**config.mk**
```make
export PLATFORM = sky130hd
export DESIGN_NAME = joystick_tank_drive_mixer_unit_flat
export DESIGN_NICKNAME = d
export VERILOG_FILES = /design/src/hdl/jtdm_pkg.sv /design/src/hdl/jtdm_in_if.sv /design/src/hdl/jtdm_out_if.sv /design/src/hdl/jtdm_div.sv /design/src/hdl/jtdm_frame.sv /design/src/hdl/joystick_tank_drive_mixer_unit.sv /design/src/flat_wrapper.sv
export VERILOG_INCLUDE_DIRS = /design/src /design/src/hdl
export SDC_FILE = /design/constraint.sdc
export NUM_CORES = 1
export LEC_CHECK = 0
export BUFFER_PORTS_ARGS = -buffer_cell sky130_fd_sc_hd__buf_2
export CORE_ASPECT_RATIO = 1.75
export CORE_MARGIN = 2
export CORE_UTILIZATION = 55
export CTS_BUF_LIST = sky130_fd_sc_hd__clkbuf_16
export CTS_CLUSTER_DIAMETER = 40
export DETAILED_ROUTE_END_ITERATION = 7
export PLACE_DENSITY = 0.8
export SETUP_SLACK_MARGIN = 0.3
export SYNTH_ARGS = -nofsm -noshare
export SYNTH_HDL_FRONTEND = slang
export SYNTH_SLANG_ARGS = --single-unit
```
**constraint.sdc**
```tcl
create_clock -name clk -period 29.7 [get_ports clk]
set_input_delay 2.97 -clock clk [delete_from_list [all_inputs] [get_ports clk]]
set_output_delay 2.97 -clock clk [all_outputs]
set_load 0.01 [all_outputs]
```
**src/hdl/joystick_tank_drive_mixer_unit_defines.svh**
```systemverilog
// assertion macros for the joystick tank drive mixer
// used by the top level only; empty bodies when SYNTHESIS is defined
`ifndef JOYSTICK_TANK_DRIVE_MIXER_UNIT_DEFINES_SVH
`define JOYSTICK_TANK_DRIVE_MIXER_UNIT_DEFINES_SVH

`ifndef SYNTHESIS
`define JTDM_ASSERT_IMPL(lbl, clk_s, rstn_s, ante, cons) \
  lbl: assert property (@(posedge clk_s) disable iff (!rstn_s) (ante) |-> (cons)) \
    else $error("jtdm: %m failed");
`define JTDM_ASSERT_NEXT(lbl, clk_s, rstn_s, ante, cons) \
  lbl: assert property (@(posedge clk_s) disable iff (!rstn_s) (ante) |=> (cons)) \
    else $error("jtdm: %m failed");
`else
`define JTDM_ASSERT_IMPL(lbl, clk_s, rstn_s, ante, cons)
`define JTDM_ASSERT_NEXT(lbl, clk_s, rstn_s, ante, cons)
`endif

`endif

```
**src/hdl/jtdm_pkg.sv**
```systemverilog
// shared types, constants and helpers of the joystick tank drive mixer
// no dependencies; imported by the divider, frame and top modules
`default_nettype none

package jtdm_pkg;

  localparam int TIME_BITS_DEF = 32;

  // configuration port
  localparam int CFG_W     = 16;
  localparam int CFG_IDX_W = 2;

  typedef enum logic [CFG_IDX_W-1:0] {
    CFG_ARM_HOLD  = 2'd0,
    CFG_PWM_TOP   = 2'd1,
    CFG_PULSE_MIN = 2'd2,
    CFG_PULSE_MAX = 2'd3
  } cfg_idx_t;

  localparam logic [CFG_W-1:0] ARM_HOLD_RST  = 16'd2000;
  localparam logic [CFG_W-1:0] PWM_TOP_RST   = 16'd39999;
  localparam logic [CFG_W-1:0] PULSE_MIN_RST = 16'd1800;
  localparam logic [CFG_W-1:0] PULSE_MAX_RST = 16'd4000;

  localparam logic CMD_TICK   = 1'b0;
  localparam logic CMD_SAMPLE = 1'b1;

  localparam logic [7:0] DEC_KEY   = 8'h17;
  localparam logic [7:0] FRAME_SOF = 8'hFA;
  localparam logic [7:0] ARM_OFF   = 8'hFB;
  localparam logic [7:0] ARM_ON    = 8'hFC;
  localparam logic [7:0] FRAME_PAD = 8'h00;

  // calibration phases: even waits for a z press, odd for its release
  localparam int PHASE_W = 4;
  localparam logic [PHASE_W-1:0] PH_MIN_Y    = 4'd0;
  localparam logic [PHASE_W-1:0] PH_MAX_Y    = 4'd2;
  localparam logic [PHASE_W-1:0] PH_MIN_X    = 4'd4;
  localparam logic [PHASE_W-1:0] PH_LAST_REL = 4'd7;
  localparam logic [PHASE_W-1:0] PH_DONE     = 4'd8;

  localparam logic [7:0]        X_SPAN    = 8'd200;
  localparam logic [7:0]        Y_SPAN    = 8'd100;
  localparam logic [7:0]        PCT_FULL  = 8'd100;
  localparam logic signed [7:0] X_OUT_MIN = -8'sd100;
  localparam logic signed [7:0] X_OUT_MAX = 8'sd100;
  localparam logic [6:0]        Y_OUT_MIN = 7'd0;
  localparam logic [6:0]        Y_OUT_MAX = 7'd100;

  // shared multiplier and divider
  localparam int MUL_A_W       = 18;
  localparam int DIV_W         = 24;
  localparam int DIV_RADIX_BITS = 2;
  localparam int DIV_STEPS     = DIV_W / DIV_RADIX_BITS;
  localparam int DIV_CNT_W     = $clog2(DIV_STEPS);

  typedef struct packed {
    logic [6:0]  left;
    logic [6:0]  right;
    logic        toggle;
    logic [7:0]  code;
    logic [15:0] lc;
    logic [15:0] rc;
  } frame_req_t;

  function automatic logic [7:0] decode_byte(input logic [7:0] b);
    return (b ^ DEC_KEY) + DEC_KEY;
  endfunction

endpackage

`default_nettype wire

```
**src/hdl/jtdm_in_if.sv**
```systemverilog
// input channel of the mixer: tick or controller sample words
// no dependencies
`default_nettype none

interface jtdm_in_if;
  logic       valid;
  logic       ready;
  logic       command;
  logic [7:0] raw_joy_x;
  logic [7:0] raw_joy_y;
  logic [7:0] raw_buttons;

  modport source (output valid, output command, output raw_joy_x, output raw_joy_y,
                  output raw_buttons, input ready);
  modport sink (input valid, input command, input raw_joy_x, input raw_joy_y,
                input raw_buttons, output ready);
endinterface

`default_nettype wire

```
**src/hdl/jtdm_out_if.sv**
```systemverilog
// result channel of the mixer: frame bytes with servo compare values
// no dependencies
`default_nettype none

interface jtdm_out_if;
  logic        valid;
  logic        ready;
  logic [7:0]  tx_byte;
  logic        last;
  logic [15:0] left_compare;
  logic [15:0] right_compare;

  modport source (output valid, output tx_byte, output last, output left_compare,
                  output right_compare, input ready);
  modport sink (input valid, input tx_byte, input last, input left_compare,
                input right_compare, output ready);
endinterface

`default_nettype wire

```
**src/hdl/jtdm_div.sv**
```systemverilog
// shared iterative signed divider, two quotient bits per cycle
// depends on jtdm_pkg; quotient truncates toward zero
`default_nettype none

module jtdm_div (
  input  logic                               clk,
  input  logic                               rst_n,
  input  logic                               start,
  input  logic signed [jtdm_pkg::DIV_W-1:0]  dividend,
  input  logic [7:0]                         divisor,
  output logic                               done,
  output logic signed [jtdm_pkg::DIV_W-1:0]  quotient
);
  import jtdm_pkg::*;

  logic                 busy_r;
  logic                 done_r;
  logic [DIV_CNT_W-1:0] cnt_r;
  logic [7:0]           rem_r, rem_nxt;
  logic [DIV_W-1:0]     quo_r, quo_nxt;
  logic                 neg_r;
  logic [7:0]           dvs_r;
  logic [DIV_W-1:0]     mag;

  assign mag = dividend[DIV_W-1] ? (~dividend + 1'b1) : dividend;

  // restoring steps; dividend bits shift out the top while quotient bits enter
  always_comb begin
    logic [8:0] t;
    rem_nxt = rem_r;
    quo_nxt = quo_r;
    for (int i = 0; i < DIV_RADIX_BITS; i++) begin
      t = {rem_nxt, quo_nxt[DIV_W-1]};
      quo_nxt = {quo_nxt[DIV_W-2:0], 1'b0};
      if (t >= {1'b0, dvs_r}) begin
        t = t - {1'b0, dvs_r};
        quo_nxt[0] = 1'b1;
      end
      rem_nxt = t[7:0];
    end
  end

  always_ff @(posedge clk) begin
    if (start) begin
      rem_r <= '0;
      quo_r <= mag;
      neg_r <= dividend[DIV_W-1];
      dvs_r <= divisor;
    end else if (busy_r) begin
      rem_r <= rem_nxt;
      quo_r <= quo_nxt;
    end
    if (!rst_n) begin
      busy_r <= 1'b0;
      done_r <= 1'b0;
      cnt_r  <= '0;
    end else begin
      done_r <= 1'b0;
      if (start) begin
        busy_r <= 1'b1;
        cnt_r  <= '0;
      end else if (busy_r) begin
        cnt_r <= cnt_r + 1'b1;
        if (cnt_r == DIV_CNT_W'(DIV_STEPS - 1)) begin
          busy_r <= 1'b0;
          done_r <= 1'b1;
        end
      end
    end
  end

  assign done     = done_r;
  assign quotient = $signed(neg_r ? (~quo_r + 1'b1) : quo_r);

endmodule

`default_nettype wire

```
**src/hdl/jtdm_frame.sv**
```systemverilog
// frame register and byte sequencer for the serial output words
// depends on jtdm_pkg and jtdm_out_if
`default_nettype none

module jtdm_frame (
  input  logic                 clk,
  input  logic                 rst_n,
  input  logic                 load,
  input  jtdm_pkg::frame_req_t req,
  output logic                 free,
  jtdm_out_if.source           out_ch
);
  import jtdm_pkg::*;

  localparam logic [2:0] BYTE_SOF     = 3'd0;
  localparam logic [2:0] BYTE_LEFT    = 3'd1;
  localparam logic [2:0] BYTE_RIGHT   = 3'd2;
  localparam logic [2:0] BYTE_CHECK   = 3'd3;
  localparam logic [2:0] BYTE_ARM_SOF = 3'd4;
  localparam logic [2:0] BYTE_ARM_A   = 3'd5;
  localparam logic [2:0] BYTE_ARM_B   = 3'd6;
  localparam logic [2:0] BYTE_END     = 3'd7;

  logic       valid_r;
  logic [2:0] idx_r;
  frame_req_t req_r;
  logic [7:0] tx;
  logic       is_last;

  always_comb begin
    case (idx_r)
      BYTE_SOF:     tx = FRAME_SOF;
      BYTE_LEFT:    tx = {1'b0, req_r.left};
      BYTE_RIGHT:   tx = {1'b0, req_r.right};
      BYTE_CHECK:   tx = {1'b0, req_r.left ^ req_r.right};
      BYTE_ARM_SOF: tx = FRAME_SOF;
      BYTE_ARM_A:   tx = req_r.code;
      BYTE_ARM_B:   tx = req_r.code;
      BYTE_END:     tx = FRAME_PAD;
      default:      tx = FRAME_PAD;
    endcase
  end

  // arming frame follows the mix frame only on a toggle
  assign is_last = ((idx_r == BYTE_CHECK) && !req_r.toggle) || (idx_r == BYTE_END);

  always_ff @(posedge clk) begin
    if (load) begin
      req_r <= req;
    end
    if (!rst_n) begin
      valid_r <= 1'b0;
      idx_r   <= BYTE_SOF;
    end else if (load) begin
      valid_r <= 1'b1;
      idx_r   <= BYTE_SOF;
    end else if (valid_r && out_ch.ready) begin
      if (is_last) begin
        valid_r <= 1'b0;
      end else begin
        idx_r <= idx_r + 1'b1;
      end
    end
  end

  assign free                 = !valid_r;
  assign out_ch.valid         = valid_r;
  assign out_ch.tx_byte       = tx;
  assign out_ch.last          = is_last;
  assign out_ch.left_compare  = req_r.lc;
  assign out_ch.right_compare = req_r.rc;

endmodule

`default_nettype wire

```
**src/hdl/joystick_tank_drive_mixer_unit.sv**
```systemverilog
// joystick tank drive mixer: a tick or calibration word is taken while idle.
// a drive sample keeps ready low through four divider passes (load, 12 two-bit
// steps, done) plus mix and send; a zero or inverted x or y span skips that pass's
// divider wait. the send state also waits while the frame register still holds
// earlier words, which leave one per cycle while the output is ready.
// reset (synchronous, active low) restores register defaults and clears calibration.
`default_nettype none
`include "joystick_tank_drive_mixer_unit_defines.svh"

module joystick_tank_drive_mixer_unit #(
  parameter int TIME_BITS = jtdm_pkg::TIME_BITS_DEF
) (
  input  logic                           clk,
  input  logic                           rst_n,
  input  logic                           cfg_we,
  input  logic [jtdm_pkg::CFG_IDX_W-1:0] cfg_index,
  input  logic [jtdm_pkg::CFG_W-1:0]     cfg_data,
  jtdm_in_if.sink                        in_ch,
  jtdm_out_if.source                     out_ch
);
  import jtdm_pkg::*;

  typedef enum logic [3:0] {
    S_IDLE, S_XLOAD, S_XWAIT, S_YLOAD, S_YWAIT, S_MIX,
    S_LLOAD, S_LWAIT, S_RLOAD, S_RWAIT, S_SEND
  } state_t;

  logic [CFG_W-1:0] arm_hold_r, pwm_top_r, pulse_min_r, pulse_max_r;

  state_t               state_r, state_nxt;
  logic [PHASE_W-1:0]   cal_phase_r, cal_phase_nxt;
  logic [7:0]           min_x_r, min_x_nxt, max_x_r, max_x_nxt;
  logic [7:0]           min_y_r, min_y_nxt, max_y_r, max_y_nxt;
  logic [TIME_BITS-1:0] ms_count_r, ms_count_nxt, press_start_r, press_start_nxt;
  logic                 armed_r, armed_nxt;
  logic                 toggle_r, toggle_nxt;
  logic [7:0]           x_r, x_nxt, y_r, y_nxt;
  logic                 cpress_r, cpress_nxt;
  logic signed [7:0]    jx_r, jx_nxt;
  logic [6:0]           jy_r, jy_nxt;
  logic [6:0]           left_r, left_nxt, right_r, right_nxt;
  logic [15:0]          lc_r, lc_nxt, rc_r, rc_nxt;

  logic                 in_acc;
  logic                 tick_acc;
  logic                 div_wait;
  logic [7:0]           dec_x, dec_y, dec_btn;
  logic                 z_press;
  logic                 hold_over;

  logic [7:0]           map_v, map_lo, map_hi, map_c, map_off, map_span;
  logic                 span_zero, span_inv;

  logic signed [MUL_A_W-1:0] pulse_diff;
  logic signed [MUL_A_W-1:0] mul_a;
  logic [7:0]                mul_b;
  logic signed [MUL_A_W+8:0] mul_p;
  logic [7:0]                div_divisor;
  logic                      div_start, div_done;
  logic signed [DIV_W-1:0]   div_q;

  logic signed [8:0]    mix_l, mix_r;
  logic                 frm_load, frm_free;
  frame_req_t           frm_req;

  // configuration registers
  always_ff @(posedge clk) begin
    if (!rst_n) begin
      arm_hold_r  <= ARM_HOLD_RST;
      pwm_top_r   <= PWM_TOP_RST;
      pulse_min_r <= PULSE_MIN_RST;
      pulse_max_r <= PULSE_MAX_RST;
    end else if (cfg_we) begin
      case (cfg_idx_t'(cfg_index))
        CFG_ARM_HOLD:  arm_hold_r  <= cfg_data;
        CFG_PWM_TOP:   pwm_top_r   <= cfg_data;
        CFG_PULSE_MIN: pulse_min_r <= cfg_data;
        CFG_PULSE_MAX: pulse_max_r <= cfg_data;
        default: ;
      endcase
    end
  end

  assign in_acc   = in_ch.valid && in_ch.ready;
  assign in_ch.ready = (state_r == S_IDLE);
  assign tick_acc = in_acc && (in_ch.command == CMD_TICK);
  assign div_wait = (state_r == S_XWAIT) || (state_r == S_YWAIT) || (state_r == S_LWAIT) ||
                    (state_r == S_RWAIT);
  assign dec_x    = decode_byte(in_ch.raw_joy_x);
  assign dec_y    = decode_byte(in_ch.raw_joy_y);
  assign dec_btn  = decode_byte(in_ch.raw_buttons);
  assign z_press  = !dec_btn[0];

  assign hold_over = (ms_count_r - press_start_r) > TIME_BITS'(arm_hold_r);

  // range mapping operands, x in S_XLOAD and y otherwise
  assign map_v     = (state_r == S_XLOAD) ? x_r : y_r;
  assign map_lo    = (state_r == S_XLOAD) ? min_x_r : min_y_r;
  assign map_hi    = (state_r == S_XLOAD) ? max_x_r : max_y_r;
  assign map_c     = (map_v < map_lo) ? map_lo : ((map_v > map_hi) ? map_hi : map_v);
  assign map_off   = map_c - map_lo;
  assign map_span  = map_hi - map_lo;
  assign span_zero = (map_lo == map_hi);
  assign span_inv  = (map_lo > map_hi);

  assign pulse_diff = $signed({2'b00, pulse_max_r}) - $signed({2'b00, pulse_min_r});

  // shared multiplier feeding the divider
  always_comb begin
    mul_a       = $signed(MUL_A_W'(map_off));
    mul_b       = (state_r == S_XLOAD) ? X_SPAN : Y_SPAN;
    div_divisor = map_span;
    if (state_r == S_LLOAD || state_r == S_RLOAD) begin
      mul_a       = pulse_diff;
      mul_b       = {1'b0, (state_r == S_LLOAD) ? left_r : right_r};
      div_divisor = PCT_FULL;
    end
  end

  assign mul_p = mul_a * $signed({1'b0, mul_b});

  jtdm_div u_div (
    .clk      (clk),
    .rst_n    (rst_n),
    .start    (div_start),
    .dividend ($signed(mul_p[DIV_W-1:0])),
    .divisor  (div_divisor),
    .done     (div_done),
    .quotient (div_q)
  );

  assign mix_l = $signed({jx_r[7], jx_r}) + $signed({2'b00, jy_r});
  assign mix_r = $signed({2'b00, jy_r}) - $signed({jx_r[7], jx_r});

  function automatic logic [6:0] clamp_pct(input logic signed [8:0] v);
    if (v < 0) begin
      return 7'd0;
    end else if (v > $signed({1'b0, PCT_FULL})) begin
      return PCT_FULL[6:0];
    end
    return v[6:0];
  endfunction

  always_comb begin
    state_nxt       = state_r;
    cal_phase_nxt   = cal_phase_r;
    min_x_nxt       = min_x_r;
    max_x_nxt       = max_x_r;
    min_y_nxt       = min_y_r;
    max_y_nxt       = max_y_r;
    ms_count_nxt    = ms_count_r;
    press_start_nxt = press_start_r;
    armed_nxt       = armed_r;
    toggle_nxt      = toggle_r;
    x_nxt           = x_r;
    y_nxt           = y_r;
    cpress_nxt      = cpress_r;
    jx_nxt          = jx_r;
    jy_nxt          = jy_r;
    left_nxt        = left_r;
    right_nxt       = right_r;
    lc_nxt          = lc_r;
    rc_nxt          = rc_r;
    div_start       = 1'b0;
    frm_load        = 1'b0;

    case (state_r)
      S_IDLE: begin
        if (in_acc) begin
          if (in_ch.command == CMD_TICK) begin
            ms_count_nxt = ms_count_r + 1'b1;
          end else begin
            x_nxt      = dec_x;
            y_nxt      = dec_y;
            cpress_nxt = !dec_btn[1];
            if (cal_phase_r == PH_DONE) begin
              state_nxt = S_XLOAD;
            end else if (!cal_phase_r[0]) begin
              if (z_press) begin
                case (cal_phase_r)
                  PH_MIN_Y: min_y_nxt = dec_y;
                  PH_MAX_Y: max_y_nxt = dec_y;
                  PH_MIN_X: min_x_nxt = dec_x;
                  default:  max_x_nxt = dec_x;
                endcase
                cal_phase_nxt = cal_phase_r + 1'b1;
              end
            end else if (!z_press) begin
              cal_phase_nxt = cal_phase_r + 1'b1;
              // the release closing calibration is also a drive sample
              if (cal_phase_r == PH_LAST_REL) begin
                state_nxt = S_XLOAD;
              end
            end
          end
        end
      end
      S_XLOAD: begin
        if (span_zero) begin
          jx_nxt    = X_OUT_MIN;
          state_nxt = S_YLOAD;
        end else if (span_inv) begin
          jx_nxt    = (map_c == map_lo) ? X_OUT_MIN : X_OUT_MAX;
          state_nxt = S_YLOAD;
        end else begin
          div_start = 1'b1;
          state_nxt = S_XWAIT;
        end
      end
      S_XWAIT: begin
        if (div_done) begin
          jx_nxt    = $signed(div_q[7:0]) + X_OUT_MIN;
          state_nxt = S_YLOAD;
        end
      end
      S_YLOAD: begin
        if (span_zero) begin
          jy_nxt    = Y_OUT_MIN;
          state_nxt = S_MIX;
        end else if (span_inv) begin
          jy_nxt    = (map_c == map_lo) ? Y_OUT_MIN : Y_OUT_MAX;
          state_nxt = S_MIX;
        end else begin
          div_start = 1'b1;
          state_nxt = S_YWAIT;
        end
      end
      S_YWAIT: begin
        if (div_done) begin
          jy_nxt    = div_q[6:0];
          state_nxt = S_MIX;
        end
      end
      S_MIX: begin
        left_nxt   = clamp_pct(mix_l);
        right_nxt  = clamp_pct(mix_r);
        toggle_nxt = 1'b0;
        if (!cpress_r || hold_over) begin
          press_start_nxt = ms_count_r;
        end
        if (cpress_r && hold_over) begin
          toggle_nxt = 1'b1;
        end
        state_nxt = S_LLOAD;
      end
      S_LLOAD: begin
        div_start = 1'b1;
        state_nxt = S_LWAIT;
      end
      S_LWAIT: begin
        if (div_done) begin
          lc_nxt    = pwm_top_r - pulse_min_r - div_q[15:0];
          state_nxt = S_RLOAD;
        end
      end
      S_RLOAD: begin
        div_start = 1'b1;
        state_nxt = S_RWAIT;
      end
      S_RWAIT: begin
        if (div_done) begin
          rc_nxt    = pwm_top_r - pulse_min_r - div_q[15:0];
          state_nxt = S_SEND;
        end
      end
      S_SEND: begin
        if (frm_free) begin
          frm_load = 1'b1;
          if (toggle_r) begin
            armed_nxt = !armed_r;
          end
          state_nxt = S_IDLE;
        end
      end
      default: state_nxt = S_IDLE;
    endcase
  end

  always_ff @(posedge clk) begin
    toggle_r <= toggle_nxt;
    x_r      <= x_nxt;
    y_r      <= y_nxt;
    cpress_r <= cpress_nxt;
    jx_r     <= jx_nxt;
    jy_r     <= jy_nxt;
    left_r   <= left_nxt;
    right_r  <= right_nxt;
    lc_r     <= lc_nxt;
    rc_r     <= rc_nxt;
    if (!rst_n) begin
      state_r       <= S_IDLE;
      cal_phase_r   <= PH_MIN_Y;
      min_x_r       <= '0;
      max_x_r       <= '0;
      min_y_r       <= '0;
      max_y_r       <= '0;
      ms_count_r    <= '0;
      press_start_r <= '0;
      armed_r       <= 1'b0;
    end else begin
      state_r       <= state_nxt;
      cal_phase_r   <= cal_phase_nxt;
      min_x_r       <= min_x_nxt;
      max_x_r       <= max_x_nxt;
      min_y_r       <= min_y_nxt;
      max_y_r       <= max_y_nxt;
      ms_count_r    <= ms_count_nxt;
      press_start_r <= press_start_nxt;
      armed_r       <= armed_nxt;
    end
  end

  always_comb begin
    frm_req.left   = left_r;
    frm_req.right  = right_r;
    frm_req.toggle = toggle_r;
    frm_req.code   = armed_r ? ARM_OFF : ARM_ON;
    frm_req.lc     = lc_r;
    frm_req.rc     = rc_r;
  end

  jtdm_frame u_frame (
    .clk    (clk),
    .rst_n  (rst_n),
    .load   (frm_load),
    .req    (frm_req),
    .free   (frm_free),
    .out_ch (out_ch)
  );

  `JTDM_ASSERT_IMPL(a_cal_bound, clk, rst_n, 1'b1, cal_phase_r <= PH_DONE)
  `JTDM_ASSERT_NEXT(a_tick_count, clk, rst_n, tick_acc, ms_count_r == $past(ms_count_r) + 1'b1)
  `JTDM_ASSERT_NEXT(a_armed_hold, clk, rst_n, !frm_load, $stable(armed_r))
  `JTDM_ASSERT_IMPL(a_div_in_wait, clk, rst_n, div_done, div_wait)

endmodule

`default_nettype wire
```
**src/flat_wrapper.sv**
```systemverilog
// flat-port wrapper written by rule: the top's interface ports become plain ports
module joystick_tank_drive_mixer_unit_flat import jtdm_pkg::*;
#(
  parameter int TIME_BITS = jtdm_pkg::TIME_BITS_DEF
)
  (clk, rst_n, cfg_we, cfg_index, cfg_data, in_ch_valid, in_ch_command, in_ch_raw_joy_x, in_ch_raw_joy_y, in_ch_raw_buttons, in_ch_ready, out_ch_valid, out_ch_tx_byte, out_ch_last, out_ch_left_compare, out_ch_right_compare, out_ch_ready);
  jtdm_in_if in_ch_i ();
  jtdm_out_if out_ch_i ();
  input  logic clk;
  input  logic rst_n;
  input  logic cfg_we;
  input  logic [jtdm_pkg::CFG_IDX_W-1:0] cfg_index;
  input  logic [jtdm_pkg::CFG_W-1:0] cfg_data;
  input wire logic [$bits(in_ch_i.valid)-1:0] in_ch_valid;
  input wire logic [$bits(in_ch_i.command)-1:0] in_ch_command;
  input wire logic [$bits(in_ch_i.raw_joy_x)-1:0] in_ch_raw_joy_x;
  input wire logic [$bits(in_ch_i.raw_joy_y)-1:0] in_ch_raw_joy_y;
  input wire logic [$bits(in_ch_i.raw_buttons)-1:0] in_ch_raw_buttons;
  output wire logic [$bits(in_ch_i.ready)-1:0] in_ch_ready;
  output wire logic [$bits(out_ch_i.valid)-1:0] out_ch_valid;
  output wire logic [$bits(out_ch_i.tx_byte)-1:0] out_ch_tx_byte;
  output wire logic [$bits(out_ch_i.last)-1:0] out_ch_last;
  output wire logic [$bits(out_ch_i.left_compare)-1:0] out_ch_left_compare;
  output wire logic [$bits(out_ch_i.right_compare)-1:0] out_ch_right_compare;
  input wire logic [$bits(out_ch_i.ready)-1:0] out_ch_ready;
  assign in_ch_i.valid = in_ch_valid;
  assign in_ch_i.command = in_ch_command;
  assign in_ch_i.raw_joy_x = in_ch_raw_joy_x;
  assign in_ch_i.raw_joy_y = in_ch_raw_joy_y;
  assign in_ch_i.raw_buttons = in_ch_raw_buttons;
  assign in_ch_ready = in_ch_i.ready;
  assign out_ch_valid = out_ch_i.valid;
  assign out_ch_tx_byte = out_ch_i.tx_byte;
  assign out_ch_last = out_ch_i.last;
  assign out_ch_left_compare = out_ch_i.left_compare;
  assign out_ch_right_compare = out_ch_i.right_compare;
  assign out_ch_i.ready = out_ch_ready;
  joystick_tank_drive_mixer_unit #(.TIME_BITS(TIME_BITS)) u_core (.clk(clk), .rst_n(rst_n), .cfg_we(cfg_we), .cfg_index(cfg_index), .cfg_data(cfg_data), .in_ch(in_ch_i), .out_ch(out_ch_i));
endmodule
```
==> metrics.md <==
| Metric | Value |
|---|---|
| Min-delay worst type | reg -> reg |
| Synth Warn # | 0 |
| DR WL/cell | approximately 18 um |
| RSZ-0062 raised after global routing | false |
| Hold slack | ~420 ps |
| Synth Area in Adders | a little under a fifth |
| Core ar. | around 48000 um^2 |
| Die height | slightly below 300 um |
| Vias in the first global route | about 22k |
| Status | completed |
| Slew Limit Fails | 0 |
| Clock root buffer | clkbuf_16 |
| Post-CTS Setup Bufs | 0 |
| Worst setup EP type | register |
| Tightest Pin Transition | between 1000 and 1500 ps |
| Worst path top cell family by delay | compound AO/OA/AOI/OAI gates |
| CP peak stage delay | just over 900 ps |
| Slowest library cell on the worst path | dfxtp_1 |
| Storage element area | about 8600 um^2 |
| Slew headroom | a little under a fifth |
| Total Routing Usage GR | roughly 26% |
| Post_cts resized | 0 |
| Placer Congestion | approximately 0.96 |
| TritonRoute pass-1 iters | 7 |
| Int Power | 1620 uW |
| CTS tree | done |
| Largest fanout on the critical path | 38 |
| Synthesized area | 26500 um^2 |
| Syn avg cell area | 8.89 um^2 |
| Final setup TNS | 0 ps |
| Grt ovf | 0 |
| Synth area leader | edfxtp_1 |
| Buf+Inv Stages, Crit Path | 6 |
| Sequential area share after synthesis | 32.4% |
| Final Skew | approximately 39 ps |
| NumNets Final | roughly 3.4k |
| Multi-input logic area | 16000 um^2 |
| CP required | about 30000 ps |
| CTS Buf Count | 38 |
| Vias per inst | about 5.8 |
| Peak supply drop | ~170 uV |
| # rows | between 100 and 150 |
| DRT Wirelength | 63800 um |
| Die width | 170 um |
| CP arrival | 11980 ps |
| Ant diodes | 0 |
| Post-synthesis simple-gate area fraction | ~18% |
| Ys flop type | dfxtp_1 |
| First-pass GRT wire length | 104000 um |
| #FFs+latches synth | 348 |
| Most frequent cell after synthesis | nand2_1 |
| Switching share of total power | 47.3% |
| Initial core utilization | 55.5% |
| Clk pin slew, worst setup/hold paths | approximately 60 ps |
| Clock share of power | 16.5% |
| HPWL after DPL | 49800 um |
| IO Count | slightly above 90 |
| Synth async-reset ratio | 0% |
| Area grow syn2layout | 8.05% |
| Die area | ~50000 um^2 |
| Synth cell types | between 90 and 100 |
| Drt initial violations | between 1k and 1.5k |
| Detailed-route via count | between 20k and 25k |
| Mapped Cells | around 3.0k |
| Antenna violation net count after detailed routing | 0 |
| # DRC | 0 |
| Sequential share of power | about a fifth |
| Tcrit/Tclk final | between 30% and 40% |
| Fillers | 4051 |
| Post-DP Area | roughly 27000 um^2 |
| Initial antenna violation count | 0 |
| P_sw | 1450 uW |
| Mux share of post-synthesis cell area | under 10% |
| Pwr Density | approximately 110 nW/um^2 |
| Largest net degree at the start of global routing | a little over 100 |
| Skew-Pair Late Insertion Delay | approximately 560 ps |
| I/O Buffers | 84 |
| Comb pwr share | between 60% and 70% |
| Most frequent cells after synthesis | nand2_1 (433), inv_1 (359), ha_1 (205) |
| Hold Buf Count CTS | 0 |
| Final hold violations | 0 |
| Pleak | 0.0124 uW |
| Max clock buf depth | 3 |
| Number of flops mapped to enable cells by yosys | 161 |
| Final instance area | approximately 29000 um^2 |
| Post-Synth XOR/XNOR Area | 5.48% |
| Fmax | approximately 86 MHz |
| Clock sinks | approximately 350 |
| Share of cells above drive strength 1 | approximately 7.3% |
| Crit path time final | 11610 ps |
| H-tree depth | 2 |
| Setup crit start kind | register |
| Max_cap viols | 0 |
| Setup violators final | 0 |
| Top post-synthesis cells by area | edfxtp_1 (18%), dfxtp_1 (14%), ha_1 (9.7%) |
| Synth top area share | roughly 18% |
| Largest family of logic cells by synthesized area | adder cells |
| WS Path Type | reg -> reg |
| Crit path top cell by count | a21o_1 |
| Post-synthesis compound-gate area fraction | between 10 and 15% |
==> routing by layer <==
metal	vias to the layer above	wire [um]	part of all wire [%]	global-route usage, %
met3	242	2220	3.5	2.91
met1	10130	22800	36	25.1
met5	-	0	0	0
met2	548	33700	53	49.6
li1	10167	-	-	-
met4	0	5060	7.9	18.3
==> metrics by stage <==
| stage | util, % | total power, uW | worst slack (ps) | std cells |
|---|---|---|---|---|
| 6_report | 60.0 | 3070 | 18090 | 3632 |
| 5_1_grt | 60.0 | 3350 | 17400 | 3632 |
| 4_1_cts | 60.0 | 3060 | 18290 | 3632 |
| 3_5_place_dp | 57.1 | 2540 | 18390 | 3562 |
| 3_3_place_gp | 57.1 | 2480 | 18620 | 3562 |
| 2_1_floorplan | - | 2120 | 19880 | 2989 |
==> placed cells by master, fill, tap and decap left out, types with 24 or more instances in the layout <==
cell and count:
inv_1 362, fa_1 125, o21ai_0 105, mux2i_1 81, and2_1 44, nor2_1 193
nand3_1 74, dfxtp_1 187, a21o_1 51, a21boi_0 63, nor3_1 45, buf_4 24
xnor2_1 117, clkbuf_16 40, edfxtp_1 161, nand2b_1 27, nand2_1 433, nand4_1 26
a31oi_1 29, o211ai_1 26, ha_1 205, nor2b_1 47, buf_2 83, xor2_1 48
or3_1 29, a21oi_1 107
==> flip-flops by register name, summed over array words and instances, names as in the netlist, 17 cells and up <==
register / count
u_core.press_start_r: 32
u_core.u_frame.req_r: 17
u_core.ms_count_r: 32
u_core.u_div.quo_r: 24
==> power groups by stage <==
stage	logic, uW	registers (uW)	clock network (uW)
5_1_grt	2220	595	531
3_3_place_gp	1880	598	0
6_report	1970	591	507
2_1_floorplan	1540	584	0
4_1_cts	1960	590	514
3_5_place_dp	1940	600	0
==> area by class of cell <==
type                       count  share of cell area [%]
multi-input combinational   2153                    55.9
sequential                   348                    29.9
inverter                     360                    4.72
clock buffer                  40                    3.49
tap                          594                    2.59
timing repair buffer         107                    2.08
clock inverter                30                    1.28
==> kinds of logic (layout without fill, tap and decap cells) <==
group,count (synthesis),after routing
AOI/OAI and AO/OA,547,547
xor gates and xnor gates,166,166
DFF,348,348
adders and majority gates,332,332
and+or+nand+nor,1001,1001
buffers and inverters,488,537
muxes,99,99
other,1,8
==> worst paths after layout <==
check,startpoint,to,slack [ps],cells after the start
max,u_core.state_r[0]$_SDFFE_PN0P_,u_core.u_div.quo_r[20]$_DFFE_PP_,18090,41
min,u_core.lc_r[11]$_DFFE_PP_,u_core.u_frame.out_ch.left_compare[11]$_DFFE_PP_,420,0
max reg2reg,u_core.state_r[0]$_SDFFE_PN0P_,u_core.u_div.quo_r[20]$_DFFE_PP_,18090,41
min reg2reg,u_core.lc_r[11]$_DFFE_PP_,u_core.u_frame.out_ch.left_compare[11]$_DFFE_PP_,420,0
(Power assumes the default switching activity.)
